<file path="src/design/urs_pkg.sv">
// shared types, constants and the half-step table of the radar sweep controller
package urs_pkg;

  typedef enum logic [4:0] {
    PH_TRIGGER = 5'b00001,
    PH_WAIT    = 5'b00010,
    PH_COUNT   = 5'b00100,
    PH_STEP    = 5'b01000,
    PH_SETTLE  = 5'b10000
  } phase_t;

  // register indexes on the configuration port
  localparam logic [2:0] REG_HALF_STEPS        = 3'd0;
  localparam logic [2:0] REG_STEP_PERIOD_TICKS = 3'd1;
  localparam logic [2:0] REG_TRIGGER_TICKS     = 3'd2;
  localparam logic [2:0] REG_ECHO_TIMEOUT      = 3'd3;
  localparam logic [2:0] REG_SWEEP_MAX         = 3'd4;

  localparam logic [7:0]  RST_HALF_STEPS        = 8'd11;
  localparam logic [15:0] RST_STEP_PERIOD_TICKS = 16'd500;
  localparam logic [7:0]  RST_TRIGGER_TICKS     = 8'd10;
  localparam logic [14:0] RST_ECHO_TIMEOUT      = 15'd30000;
  localparam logic [7:0]  RST_SWEEP_MAX         = 8'd180;

  localparam logic [14:0] COUNT_CAP = 15'h7FFF;
  localparam logic [15:0] TIMER_CAP = 16'hFFFF;

  // count / 58 as (count * ceil(2^21 / 58)) >> 21, exact for 15-bit counts
  localparam logic [15:0] CM_RECIP = 16'd36158;
  localparam int          CM_SHIFT = 21;

  typedef struct packed {
    logic [9:0] report_distance;
    logic [7:0] report_angle;
    logic       report_valid;
    logic [3:0] coil_drive;
    logic       trigger_out;
  } result_t;

  function automatic logic [3:0] coil_seq(input logic [2:0] idx);
    logic [3:0] pat;
    case (idx)
      3'd0:    pat = 4'h1;
      3'd1:    pat = 4'h3;
      3'd2:    pat = 4'h2;
      3'd3:    pat = 4'h6;
      3'd4:    pat = 4'h4;
      3'd5:    pat = 4'hC;
      3'd6:    pat = 4'h8;
      default: pat = 4'h9;
    endcase
    return pat;
  endfunction

endpackage

</file>
<file path="src/design/ultrasonic_radar_sweep_controller_core.sv">
// top level of the ultrasonic radar sweep controller: ranging, stepper drive, sweep
//
//  channel  | dir | payload (low bit first)
//  ---------+-----+--------------------------------------------------------------
//  s_t*     | in  | echo_level[0]
//  m_t*     | out | trigger_out[0] coil_drive[4:1] report_valid[5]
//           |     | report_angle[13:6] report_distance[23:14]
//  apb      | in  | five registers at byte address 4*index
//
//  every request gives one result in the next cycle; a request is taken every cycle
//  that m_t* does not stall; the state update and the divide by 58 sit between the
//  state registers and the result register, so the rate is one request per clock
//  s_tready is low during reset and while a held result is not taken on m_t*
//  rst (synchronous) restores register defaults and the trigger phase
module ultrasonic_radar_sweep_controller_core (
  input  logic        clk,
  input  logic        rst,
  input  logic        s_tvalid,
  output logic        s_tready,
  input  logic [7:0]  s_tdata,   // echo_level[0], zero fill
  output logic        m_tvalid,
  input  logic        m_tready,
  output logic [23:0] m_tdata,   // trigger_out, coil_drive, report_valid,
                                 // report_angle, report_distance
  input  logic        psel,
  input  logic        penable,
  input  logic        pwrite,
  input  logic [4:0]  paddr,
  input  logic [31:0] pwdata,
  output logic [31:0] prdata,
  output logic        pready
);

  logic [7:0]  half_steps;
  logic [15:0] step_period_ticks;
  logic [7:0]  trigger_ticks;
  logic [14:0] echo_timeout;
  logic [7:0]  sweep_max;

  urs_pkg::phase_t phase, phase_next;
  logic [15:0] phase_timer, phase_timer_next;
  logic [14:0] echo_count, echo_count_next;
  logic [2:0]  step_index, step_index_next;
  logic [3:0]  coil_pattern, coil_pattern_next;
  logic [7:0]  sweep_angle, sweep_angle_next;
  logic        sweep_down, sweep_down_next;
  logic [7:0]  steps_remaining, steps_remaining_next;

  logic            accept;
  logic            cfg_write;
  logic [2:0]      cfg_index;
  logic            echo;
  logic            done;
  logic [14:0]     count_inc;
  logic [15:0]     timer_inc;
  logic [7:0]      angle_adv;
  logic            down_adv;
  logic [2:0]      idx_step;
  logic [9:0]      distance;
  urs_pkg::result_t result_next;
  urs_pkg::result_t result;

  assign pready    = 1'b1;
  assign cfg_write = psel & penable & pwrite & pready;
  assign cfg_index = paddr[4:2];

  always_ff @(posedge clk) begin
    if (rst) begin
      half_steps        <= urs_pkg::RST_HALF_STEPS;
      step_period_ticks <= urs_pkg::RST_STEP_PERIOD_TICKS;
      trigger_ticks     <= urs_pkg::RST_TRIGGER_TICKS;
      echo_timeout      <= urs_pkg::RST_ECHO_TIMEOUT;
      sweep_max         <= urs_pkg::RST_SWEEP_MAX;
    end else if (cfg_write) begin
      case (cfg_index)
        urs_pkg::REG_HALF_STEPS:        half_steps        <= pwdata[7:0];
        urs_pkg::REG_STEP_PERIOD_TICKS: step_period_ticks <= pwdata[15:0];
        urs_pkg::REG_TRIGGER_TICKS:     trigger_ticks     <= pwdata[7:0];
        urs_pkg::REG_ECHO_TIMEOUT:      echo_timeout      <= pwdata[14:0];
        urs_pkg::REG_SWEEP_MAX:         sweep_max         <= pwdata[7:0];
        default: ;
      endcase
    end
  end

  always_comb begin
    case (cfg_index)
      urs_pkg::REG_HALF_STEPS:        prdata = {24'd0, half_steps};
      urs_pkg::REG_STEP_PERIOD_TICKS: prdata = {16'd0, step_period_ticks};
      urs_pkg::REG_TRIGGER_TICKS:     prdata = {24'd0, trigger_ticks};
      urs_pkg::REG_ECHO_TIMEOUT:      prdata = {17'd0, echo_timeout};
      urs_pkg::REG_SWEEP_MAX:         prdata = {24'd0, sweep_max};
      default:                        prdata = 32'd0;
    endcase
  end

  // result register frees up whenever its content is taken
  assign s_tready = ~rst & (~m_tvalid | m_tready);
  assign accept   = s_tvalid & s_tready;
  assign echo     = s_tdata[0];

  assign count_inc = (echo_count != urs_pkg::COUNT_CAP) ? echo_count + 15'd1 : echo_count;
  assign timer_inc = (phase_timer != urs_pkg::TIMER_CAP) ? phase_timer + 16'd1 : phase_timer;
  assign idx_step  = sweep_down ? step_index - 3'd1 : step_index + 3'd1;

  // angle saturates at both ends; direction follows the new angle
  always_comb begin
    if (sweep_down) begin
      angle_adv = (sweep_angle != 8'd0) ? sweep_angle - 8'd1 : sweep_angle;
    end else begin
      angle_adv = (sweep_angle != 8'hFF) ? sweep_angle + 8'd1 : sweep_angle;
    end
    if (angle_adv >= sweep_max) begin
      down_adv = 1'b1;
    end else if (angle_adv == 8'd0) begin
      down_adv = 1'b0;
    end else begin
      down_adv = sweep_down;
    end
  end

  always_comb begin
    phase_next           = phase;
    phase_timer_next     = phase_timer;
    echo_count_next      = echo_count;
    step_index_next      = step_index;
    coil_pattern_next    = coil_pattern;
    sweep_angle_next     = sweep_angle;
    sweep_down_next      = sweep_down;
    steps_remaining_next = steps_remaining;
    done                 = 1'b0;
    case (phase)
      urs_pkg::PH_TRIGGER: begin
        phase_timer_next = timer_inc;
        if (timer_inc >= {8'd0, trigger_ticks}) begin
          phase_next       = urs_pkg::PH_WAIT;
          phase_timer_next = 16'd0;
        end
      end
      urs_pkg::PH_WAIT: begin
        if (echo) begin
          phase_next      = urs_pkg::PH_COUNT;
          echo_count_next = 15'd0;
        end
      end
      urs_pkg::PH_COUNT: begin
        if (echo) begin
          echo_count_next = count_inc;
          done = (count_inc > echo_timeout) || (count_inc == urs_pkg::COUNT_CAP);
        end else begin
          done = 1'b1;
        end
        if (done) begin
          steps_remaining_next = half_steps;
          phase_timer_next     = 16'd0;
          if (half_steps == 8'd0) begin
            sweep_angle_next = angle_adv;
            sweep_down_next  = down_adv;
            phase_next       = urs_pkg::PH_TRIGGER;
          end else begin
            phase_next = urs_pkg::PH_STEP;
          end
        end
      end
      urs_pkg::PH_STEP: begin
        step_index_next   = idx_step;
        coil_pattern_next = urs_pkg::coil_seq(idx_step);
        if (steps_remaining != 8'd0) begin
          steps_remaining_next = steps_remaining - 8'd1;
        end
        phase_timer_next = 16'd0;
        phase_next       = urs_pkg::PH_SETTLE;
      end
      urs_pkg::PH_SETTLE: begin
        phase_timer_next = timer_inc;
        if (timer_inc >= step_period_ticks) begin
          phase_timer_next = 16'd0;
          if (steps_remaining == 8'd0) begin
            sweep_angle_next = angle_adv;
            sweep_down_next  = down_adv;
            phase_next       = urs_pkg::PH_TRIGGER;
          end else begin
            phase_next = urs_pkg::PH_STEP;
          end
        end
      end
      default: begin
        phase_next       = urs_pkg::PH_TRIGGER;
        phase_timer_next = 16'd0;
      end
    endcase
  end

  urs_div58 u_div58 (
    .count    (echo_count_next),
    .distance (distance)
  );

  always_comb begin
    result_next.trigger_out     = (phase == urs_pkg::PH_TRIGGER);
    result_next.coil_drive      = coil_pattern_next;
    result_next.report_valid    = done;
    result_next.report_angle    = done ? sweep_angle : 8'd0;
    result_next.report_distance = done ? distance : 10'd0;
  end

  always_ff @(posedge clk) begin
    if (rst) begin
      phase           <= urs_pkg::PH_TRIGGER;
      phase_timer     <= 16'd0;
      echo_count      <= 15'd0;
      step_index      <= 3'd0;
      coil_pattern    <= 4'd0;
      sweep_angle     <= 8'd0;
      sweep_down      <= 1'b0;
      steps_remaining <= 8'd0;
    end else if (accept) begin
      phase           <= phase_next;
      phase_timer     <= phase_timer_next;
      echo_count      <= echo_count_next;
      step_index      <= step_index_next;
      coil_pattern    <= coil_pattern_next;
      sweep_angle     <= sweep_angle_next;
      sweep_down      <= sweep_down_next;
      steps_remaining <= steps_remaining_next;
    end
  end

  always_ff @(posedge clk) begin
    if (rst) begin
      m_tvalid <= 1'b0;
    end else if (accept) begin
      m_tvalid <= 1'b1;
    end else if (m_tready) begin
      m_tvalid <= 1'b0;
    end
  end

  always_ff @(posedge clk) begin
    if (accept) begin
      result <= result_next;
    end
  end

  assign m_tdata = result;

endmodule

</file>
<file path="src/design/urs_div58.sv">
// echo count to centimetres: division by 58 through a reciprocal multiply
module urs_div58 (
  input  logic [14:0] count,
  output logic [9:0]  distance
);

  logic [30:0] product;

  assign product  = {16'd0, count} * {15'd0, urs_pkg::CM_RECIP};
  assign distance = product[urs_pkg::CM_SHIFT +: 10];

endmodule

</file>
<file path="config.mk">
export PLATFORM = sky130hd
export DESIGN_NAME = ultrasonic_radar_sweep_controller_core
export DESIGN_NICKNAME = d
export VERILOG_FILES = /design/src/design/urs_pkg.sv /design/src/design/ultrasonic_radar_sweep_controller_core.sv /design/src/design/urs_div58.sv
export SDC_FILE = /design/constraint.sdc
export NUM_CORES = 1
export LEC_CHECK = 0
export CAP_MARGIN = 20
export CORE_MARGIN = 4
export CORE_UTILIZATION = 55
export CTS_CLUSTER_SIZE = 30
export DETAILED_ROUTE_END_ITERATION = 16
export DONT_BUFFER_PORTS = 1
export PLACE_DENSITY = 0.73
export SYNTH_ARGS = -nofsm -noshare
export SYNTH_HDL_FRONTEND = slang
export SYNTH_SLANG_ARGS = --single-unit
</file>
<file path="constraint.sdc">
create_clock -name clk -period 7.8 [get_ports clk]
set_clock_uncertainty 0.15 [all_clocks]
set_input_delay 1.56 -clock clk [delete_from_list [all_inputs] [get_ports clk]]
set_output_delay 1.56 -clock clk [all_outputs]
set_load 0.01 [all_outputs]
</file>
==> results.ini, run 1 <==
[pwr]
p_leak_nw=6.83
ir_drop_mv=0.153
p_total_mw=1.62
p_per_area_mw_per_mm2=115

[worst_setup_path]
ff2ff_path_depth=26
worstPathMaxFanout=7
required_ns=7.81
startpoint=echo_count[0]
worstSetupEndpointType=flop
r2r_slack_ns=0.40
path_depth=26
critPathArrivalTime_ns=7.41
slowest_delay_ns=0.56
critical_path.endpoint=m_tdata[22]
slowest_stage=fa_1
worstSetupStartpointType=flop
rr_startpoint=echo_count[0]
r2r-end=m_tdata[22]
crit_type=reg -> reg
cp_num_buf_inv=7
cpLargestDelayFamily=adder cells

[clock_network]
clk_pin_slew_ns=0.06
cts_buffer_depth=2
postCtsSetupRepairBufs=0
cts_root_buf=clkbuf_16
cts_buffers=17
cts_resized=0
cts_tree=built
htreeDepth=4
cts_hold_buf=0
clock_sinks=140
clkLatencyLatePin_ns=0.42

[global_routing]
grt_max_degree=72
grt_pass1_vias=10400
grt_first_pass_wirelength_um=51800
grt_use_total=0.242
antenna_found_initial=0
gr-total-overflow=0

[timing]
max_freq_ghz=0.135
hold_viol_final=0
setup-tns-final_ns=0
finalMaxSlewViolations=0
worstMarginPinSlew_ns=1.03
worst_hold_slack_ns=0.308
post-route-period-util=0.949
relSlewSlack=0.312
grt_setup_unrepaired=no
setup_viol=0
finalCriticalPeriod_ns=7.40
timing.final.ws_setup_ns=0.397

[hold_path]
hold_class=reg -> reg

[final_layout]
fin_nets=1840
diodes=0
final_layout_size_suffix_gt1_frac=0.0839
area_growth_pct=8.90
fillerInstances=1953

[floorplanning]
rows=55
fp.coreArea_mm2=0.0229
die_h_um=162
io-pin-count=111
start_util=0.566
die-area_mm2=0.0261
die_x_um=162

[yosys]
synth_area_mm2=0.0130
avgSynthCellArea_um2=8.53
ys_warn_count=0
ys_seq_area_frac=0.235
netlist.top_cell.by_area=dfxtp_1
synth_edf_count=24
synthArstFlopShare=0
synth_top_area_frac=0.179
synthCells=1520
yosys_register_bits=140
synth.distinct_cells=83
synth.area.top_cells=dfxtp_1 (18%), ha_1 (17%), fa_1 (12%)
ys.flop_type=dfxtp_1

[routing]
viasPerCell=5.68
first_iter_violations=763
routed-via-count=10600
avgRoutedWirePerCell_um=16.7
remaining_drc_errors=0
wirelength_um=31200
drt_pass1_iterations=8
ant_nets=0

[placement]
io_buffers=0
place_congestion=0.904
dp_slack_ns=0.0597
place.detailed.hpwl_um=24600

[status]
outcome=finished clean

[run]
max_cap_viol_count=0

[layout by cell type, fill, tap and decap left out, types with 26 or more instances in the layout]
cell type    n
o21ai_0     56
ha_1       172
mux2i_1     55
a21oi_1     70
buf_4       65
nand2_1    128
a22oi_1     26
nand3_1     45
nor2_1     113
dfxtp_1    116
nor3_1      37
fa_1        80
inv_1      238
[layer usage]
layer | share of wire | track usage
met1 | 0.43 | 0.315
met2 | 0.50 | 0.426
met3 | 0.052 | 0.0314
met4 | 0.019 | 0.0655
met5 | 0 | 0
[synth_stat cells (9+ instances only)]
cell type and number:
a211oi_1 12, a21o_1 10, a21oi_1 71, a22oi_1 27, a31oi_1 12, and2_1 10, and3_1 16, buf_2 9
buf_4 19, clkbuf_1 47, dfxtp_1 116, edfxtp_1 24, fa_1 80, ha_1 172, inv_1 238, mux2i_1 55
nand2_1 128, nand2b_1 9, nand3_1 45, nand4_1 15, nor2_1 113, nor2b_1 12, nor3_1 39, o211ai_1 22
o21a_1 9, o21ai_0 57, o22ai_1 11, xnor2_1 19
[worst min path at each step]
| stage | from | end | slack, ns | depth (start not counted) |
|---|---|---|---|---|
| after floorplan | step_period_ticks[15] | step_period_ticks[15] | 0.29 | 2 |
| after global placement | step_period_ticks[15] | step_period_ticks[15] | 0.29 | 2 |
| after detailed placement | step_period_ticks[15] | step_period_ticks[15] | 0.30 | 2 |
| after CTS | step_period_ticks[15] | step_period_ticks[15] | 0.31 | 2 |
| after global routing | step_period_ticks[11] | step_period_ticks[11] | 0.33 | 2 |
| final | step_period_ticks[15] | step_period_ticks[15] | 0.31 | 2 |
[where the power goes]
group	internal [mW]	switching [mW]	total, mW
registers	0.743	0.00863	0.752
clock network	0.473	0.331	0.805
logic	0.0223	0.0450	0.0673
[per-stage QoR]
step                      cell area (um^2)   util  cells
after detailed placement             13500  0.589   1829
after CTS                            14100  0.614   1861
final                                14100  0.616   1862
after global routing                 14100  0.616   1862
after global placement               13500  0.589   1829
after floorplan                      13000      -   1535
[state kept, by name (all words and copies together), names as in the netlist, 15 cells and up]
| name | cells |
|---|---|
| phase_timer | 16 |
| step_period_ticks | 16 |
| echo_count | 15 |
| echo_timeout | 15 |
| m_tdata | 24 |
[kinds of logic (layout without fill, tap and decap cells)]
family,Yosys count,count (layout),synth area share
AOI/OAI and AO/OA,283,283,0.145
xor gates and xnor gates,27,27,0.0182
other,2,17,0.000579
DFF,140,140,0.235
buffers and inverters,321,335,0.100
and+or+nand+nor,435,435,0.165
adders and majority gates,252,252,0.290
muxes,60,60,0.0468
[worst register-to-register path: stages (launching register included)]
cell      delay [ns]
dfxtp_1         0.50
ha_1            0.24
buf_4           0.15
nand3_2         0.13
nor4_2          0.18
mux2_2          0.43
a22oi_1         0.17
buf_4           0.18
inv_1           0.11
ha_1            0.31
inv_1           0.06
fa_1            0.49
inv_1           0.07
fa_1            0.54
fa_1            0.46
fa_1            0.56
inv_1           0.06
fa_1            0.50
inv_1           0.05
ha_1            0.33
a21o_1          0.21
a221oi_2        0.31
o221ai_2        0.17
o211ai_1        0.27
nand3b_1        0.18
a211oi_1        0.28
nor3_1          0.07
[layout make-up]
| cell class | count | area (um^2) | area share |
|---|---|---|---|
| multi-input combinational | 1074 | 8720 | 0.618 |
| sequential | 140 | 3040 | 0.216 |
| inverter | 238 | 893 | 0.0633 |
| timing repair buffer | 65 | 488 | 0.0346 |
| clock buffer | 19 | 433 | 0.0307 |
| tap | 313 | 392 | 0.0277 |
| clock inverter | 13 | 141 | 0.0100 |
No activity file was read; power rests on OpenSTA's default activity.
==> inputs of run 2 (changes only) <==
==> constraint.sdc (replaced) <==
create_clock -name clk -period 7.8 [get_ports clk]
set_clock_uncertainty 0.15 [all_clocks]
set_input_delay 0.39 -clock clk [delete_from_list [all_inputs] [get_ports clk]]
set_output_delay 0.39 -clock clk [all_outputs]
set_load 0.01 [all_outputs]
==> run 2 against run 1 <==
Effect of this change: highest routed layer unchanged; global-route usage rose by 0.64 points; core utilization increased by 0.70 points; final cell count unchanged; sequential cell count unchanged.
==> results.ini, run 2 (synthesis results as in run 1) <==
[status]
outcome=finished clean

[floorplanning]
die_x_um=162  ; unchanged
io-pin-count=111  ; unchanged
rows=55  ; unchanged
die_h_um=162  ; unchanged
fp.coreArea_mm2=0.0229  ; unchanged
start_util=0.566  ; unchanged
die-area_mm2=0.0261  ; unchanged

[worst_setup_path]
cpLargestDelayFamily=adder cells
crit_type=reg -> reg
slowest_delay_ns=0.55  ; about the same
r2r_slack_ns=0.34  ; -0.06 ns
slowest_stage=fa_1
worstSetupStartpointType=flop
worstPathMaxFanout=6  ; -1
rr_startpoint=echo_count[0]
critical_path.most_common_cell=inv_1
required_ns=7.81  ; about the same
r2r-end=m_tdata[22]
cp_num_buf_inv=6  ; -1
critPathArrivalTime_ns=7.47  ; +0.06 ns
worstSetupEndpointType=flop
ff2ff_path_depth=27  ; +3.8%

[placement]
dp_cells=1809  ; -1.1%
dp_slack_ns=0.201  ; +0.141 ns
io_buffers=0  ; unchanged
placed_area_mm2=0.0133  ; -1.1%
place.detailed.hpwl_um=24300  ; -1.4%
place_congestion=0.939  ; +3.8%

[final_layout]
fin_nets=1841  ; +0.054%
final_layout_size_suffix_gt1_frac=0.0749  ; -0.00904
final_area_mm2=0.0143  ; +1.1%
stdcell_count=1862  ; unchanged
diodes=0  ; unchanged
area_growth_pct=10.1
layout_common_cells=inv_1 (237), ha_1 (172), nand2_1 (127)
largest_register_ffs=24  ; unchanged
final_common_cell=inv_1

[routing]
route.met2.wl_um=15500  ; +0.45%
wl_met3_um=1410  ; -13%
wirelength_um=31900  ; +2.2%
avgRoutedWirePerCell_um=17.1  ; +2.2%
drt_pass1_iterations=7  ; -1
wl_met1_um=14000  ; +4.0%
top_layer=met4
remaining_drc_errors=0  ; unchanged
routed-via-count=10500  ; -0.44%
first_iter_violations=731  ; -4.2%
ant_nets=0  ; unchanged
viasPerCell=5.66  ; -0.44%

[hold_path]
hold_path_end=sweep_angle[0]
hold_class=in -> reg
holdPathStages=2  ; unchanged
min_from=rst

[pwr]
ir_drop_mv=0.146  ; -4.9%
power_frac_comb=0.052  ; +0.011
p_sw_mw=0.394  ; +2.4%
p_int_mw=1.31  ; +6.0%
seqPwrFrac=0.440  ; -0.023
pwr-share-clk=0.507  ; +0.012
swShare=0.231  ; -0.00620
p_leak_nw=6.86  ; +0.42%
p_per_area_mw_per_mm2=120  ; +4.0%

[timing]
finalCriticalPeriod_ns=7.46  ; +0.0593 ns
worstMarginPinSlew_ns=1.04  ; +0.0116 ns
timing.final.ws_setup_ns=0.338  ; -0.0593 ns
finalMaxSlewViolations=0  ; unchanged
setup_viol=0  ; unchanged
post-route-period-util=0.957  ; +0.00760
max_freq_ghz=0.134  ; -0.79%
relSlewSlack=0.304  ; -0.00773
setup-tns-final_ns=0  ; unchanged
hold_viol_final=0  ; unchanged

[global_routing]
grt_pass1_vias=10600  ; +2.3%
grt_use_total=0.249  ; +0.00644
antenna_found_initial=0  ; unchanged
grt_max_degree=62  ; -14%
grt_first_pass_wirelength_um=53200  ; +2.7%
gr-total-overflow=0  ; unchanged

[clock_network]
cts_tree=built
postCtsSetupRepairBufs=0  ; unchanged
cts_root_buf=clkbuf_16
cts_buffers=17  ; unchanged
htreeDepth=4  ; unchanged
clkLatencyLatePin_ns=0.43  ; about the same
clk_pin_slew_ns=0.06  ; about the same
clock_sinks=140  ; unchanged
cts_buffer_depth=2  ; unchanged

[run]
max_cap_viol_count=0  ; unchanged

[run 2: cell count changes in the layout (fill, tap and decap cells not counted), moves of 2 or more]
cell | previous run | this run
buf_4 | 65 | 45
dlygate4sd3_1 | 0 | 19
buf_16 | 0 | 2
clkbuf_8 | 0 | 2
inv_6 | 3 | 1
nor3_2 | 2 | 4
[run 2: layout make-up]
| cell class | count | area (um^2) |
|---|---|---|
| clock buffers | 22 | 485 |
| clock inverters | 9 | 135 |
| fillers | 1973 | 8640 |
| inverters | 238 | 893 |
| multi-input cells | 1074 | 8740 |
| flip-flops and latches | 140 | 3040 |
| well taps | 313 | 392 |
| repair buffers | 66 | 583 |
[run 2: through the flow]
stage	hold slack, ns	total power, mW	util
after detailed placement	0.290	0.834	0.582
after global routing	0.0364	1.76	0.623
after floorplan	0.286	0.832	-
after CTS	0.00771	1.72	0.619
after global placement	0.287	0.832	0.582
final	0.0237	1.71	0.623
[run 2: worst max-delay path by stage]
stage                        to      startpoint  cells after the start
global placement    m_tdata[22]  echo_count[12]                     28
CTS                 m_tdata[22]   echo_count[0]                     29
finish              m_tdata[22]   echo_count[0]                     27
floorplan           m_tdata[22]   echo_count[0]                     27
global route        m_tdata[22]   echo_count[0]                     29
detailed placement  m_tdata[22]   echo_count[0]                     29
[run 2: power groups by stage]
| stage | Sequential [mW] | Clock (mW) | Combinational, mW |
|---|---|---|---|
| 2_1_floorplan | 0.766 | 0 | 0.0667 |
| 3_3_place_gp | 0.768 | 0 | 0.0644 |
| 3_5_place_dp | 0.768 | 0 | 0.0661 |
| 4_1_cts | 0.752 | 0.879 | 0.0860 |
| 5_1_grt | 0.753 | 0.906 | 0.0963 |
| 6_report | 0.752 | 0.867 | 0.0893 |
[run 2: repair_timing]
item / in CTS / in global routing
resized for setup: 0 / 12
setup endpoints to repair: 0 / 8
hold buffers: 20 / 0
hold endpoints to repair: 83 / 0
[run 2: layer usage]
metal,up-vias,GRT usage
met3,61,0.0334
met1,5001,0.323
li1,5198,-
met4,0,0.0834
met5,-,0
met2,273,0.429
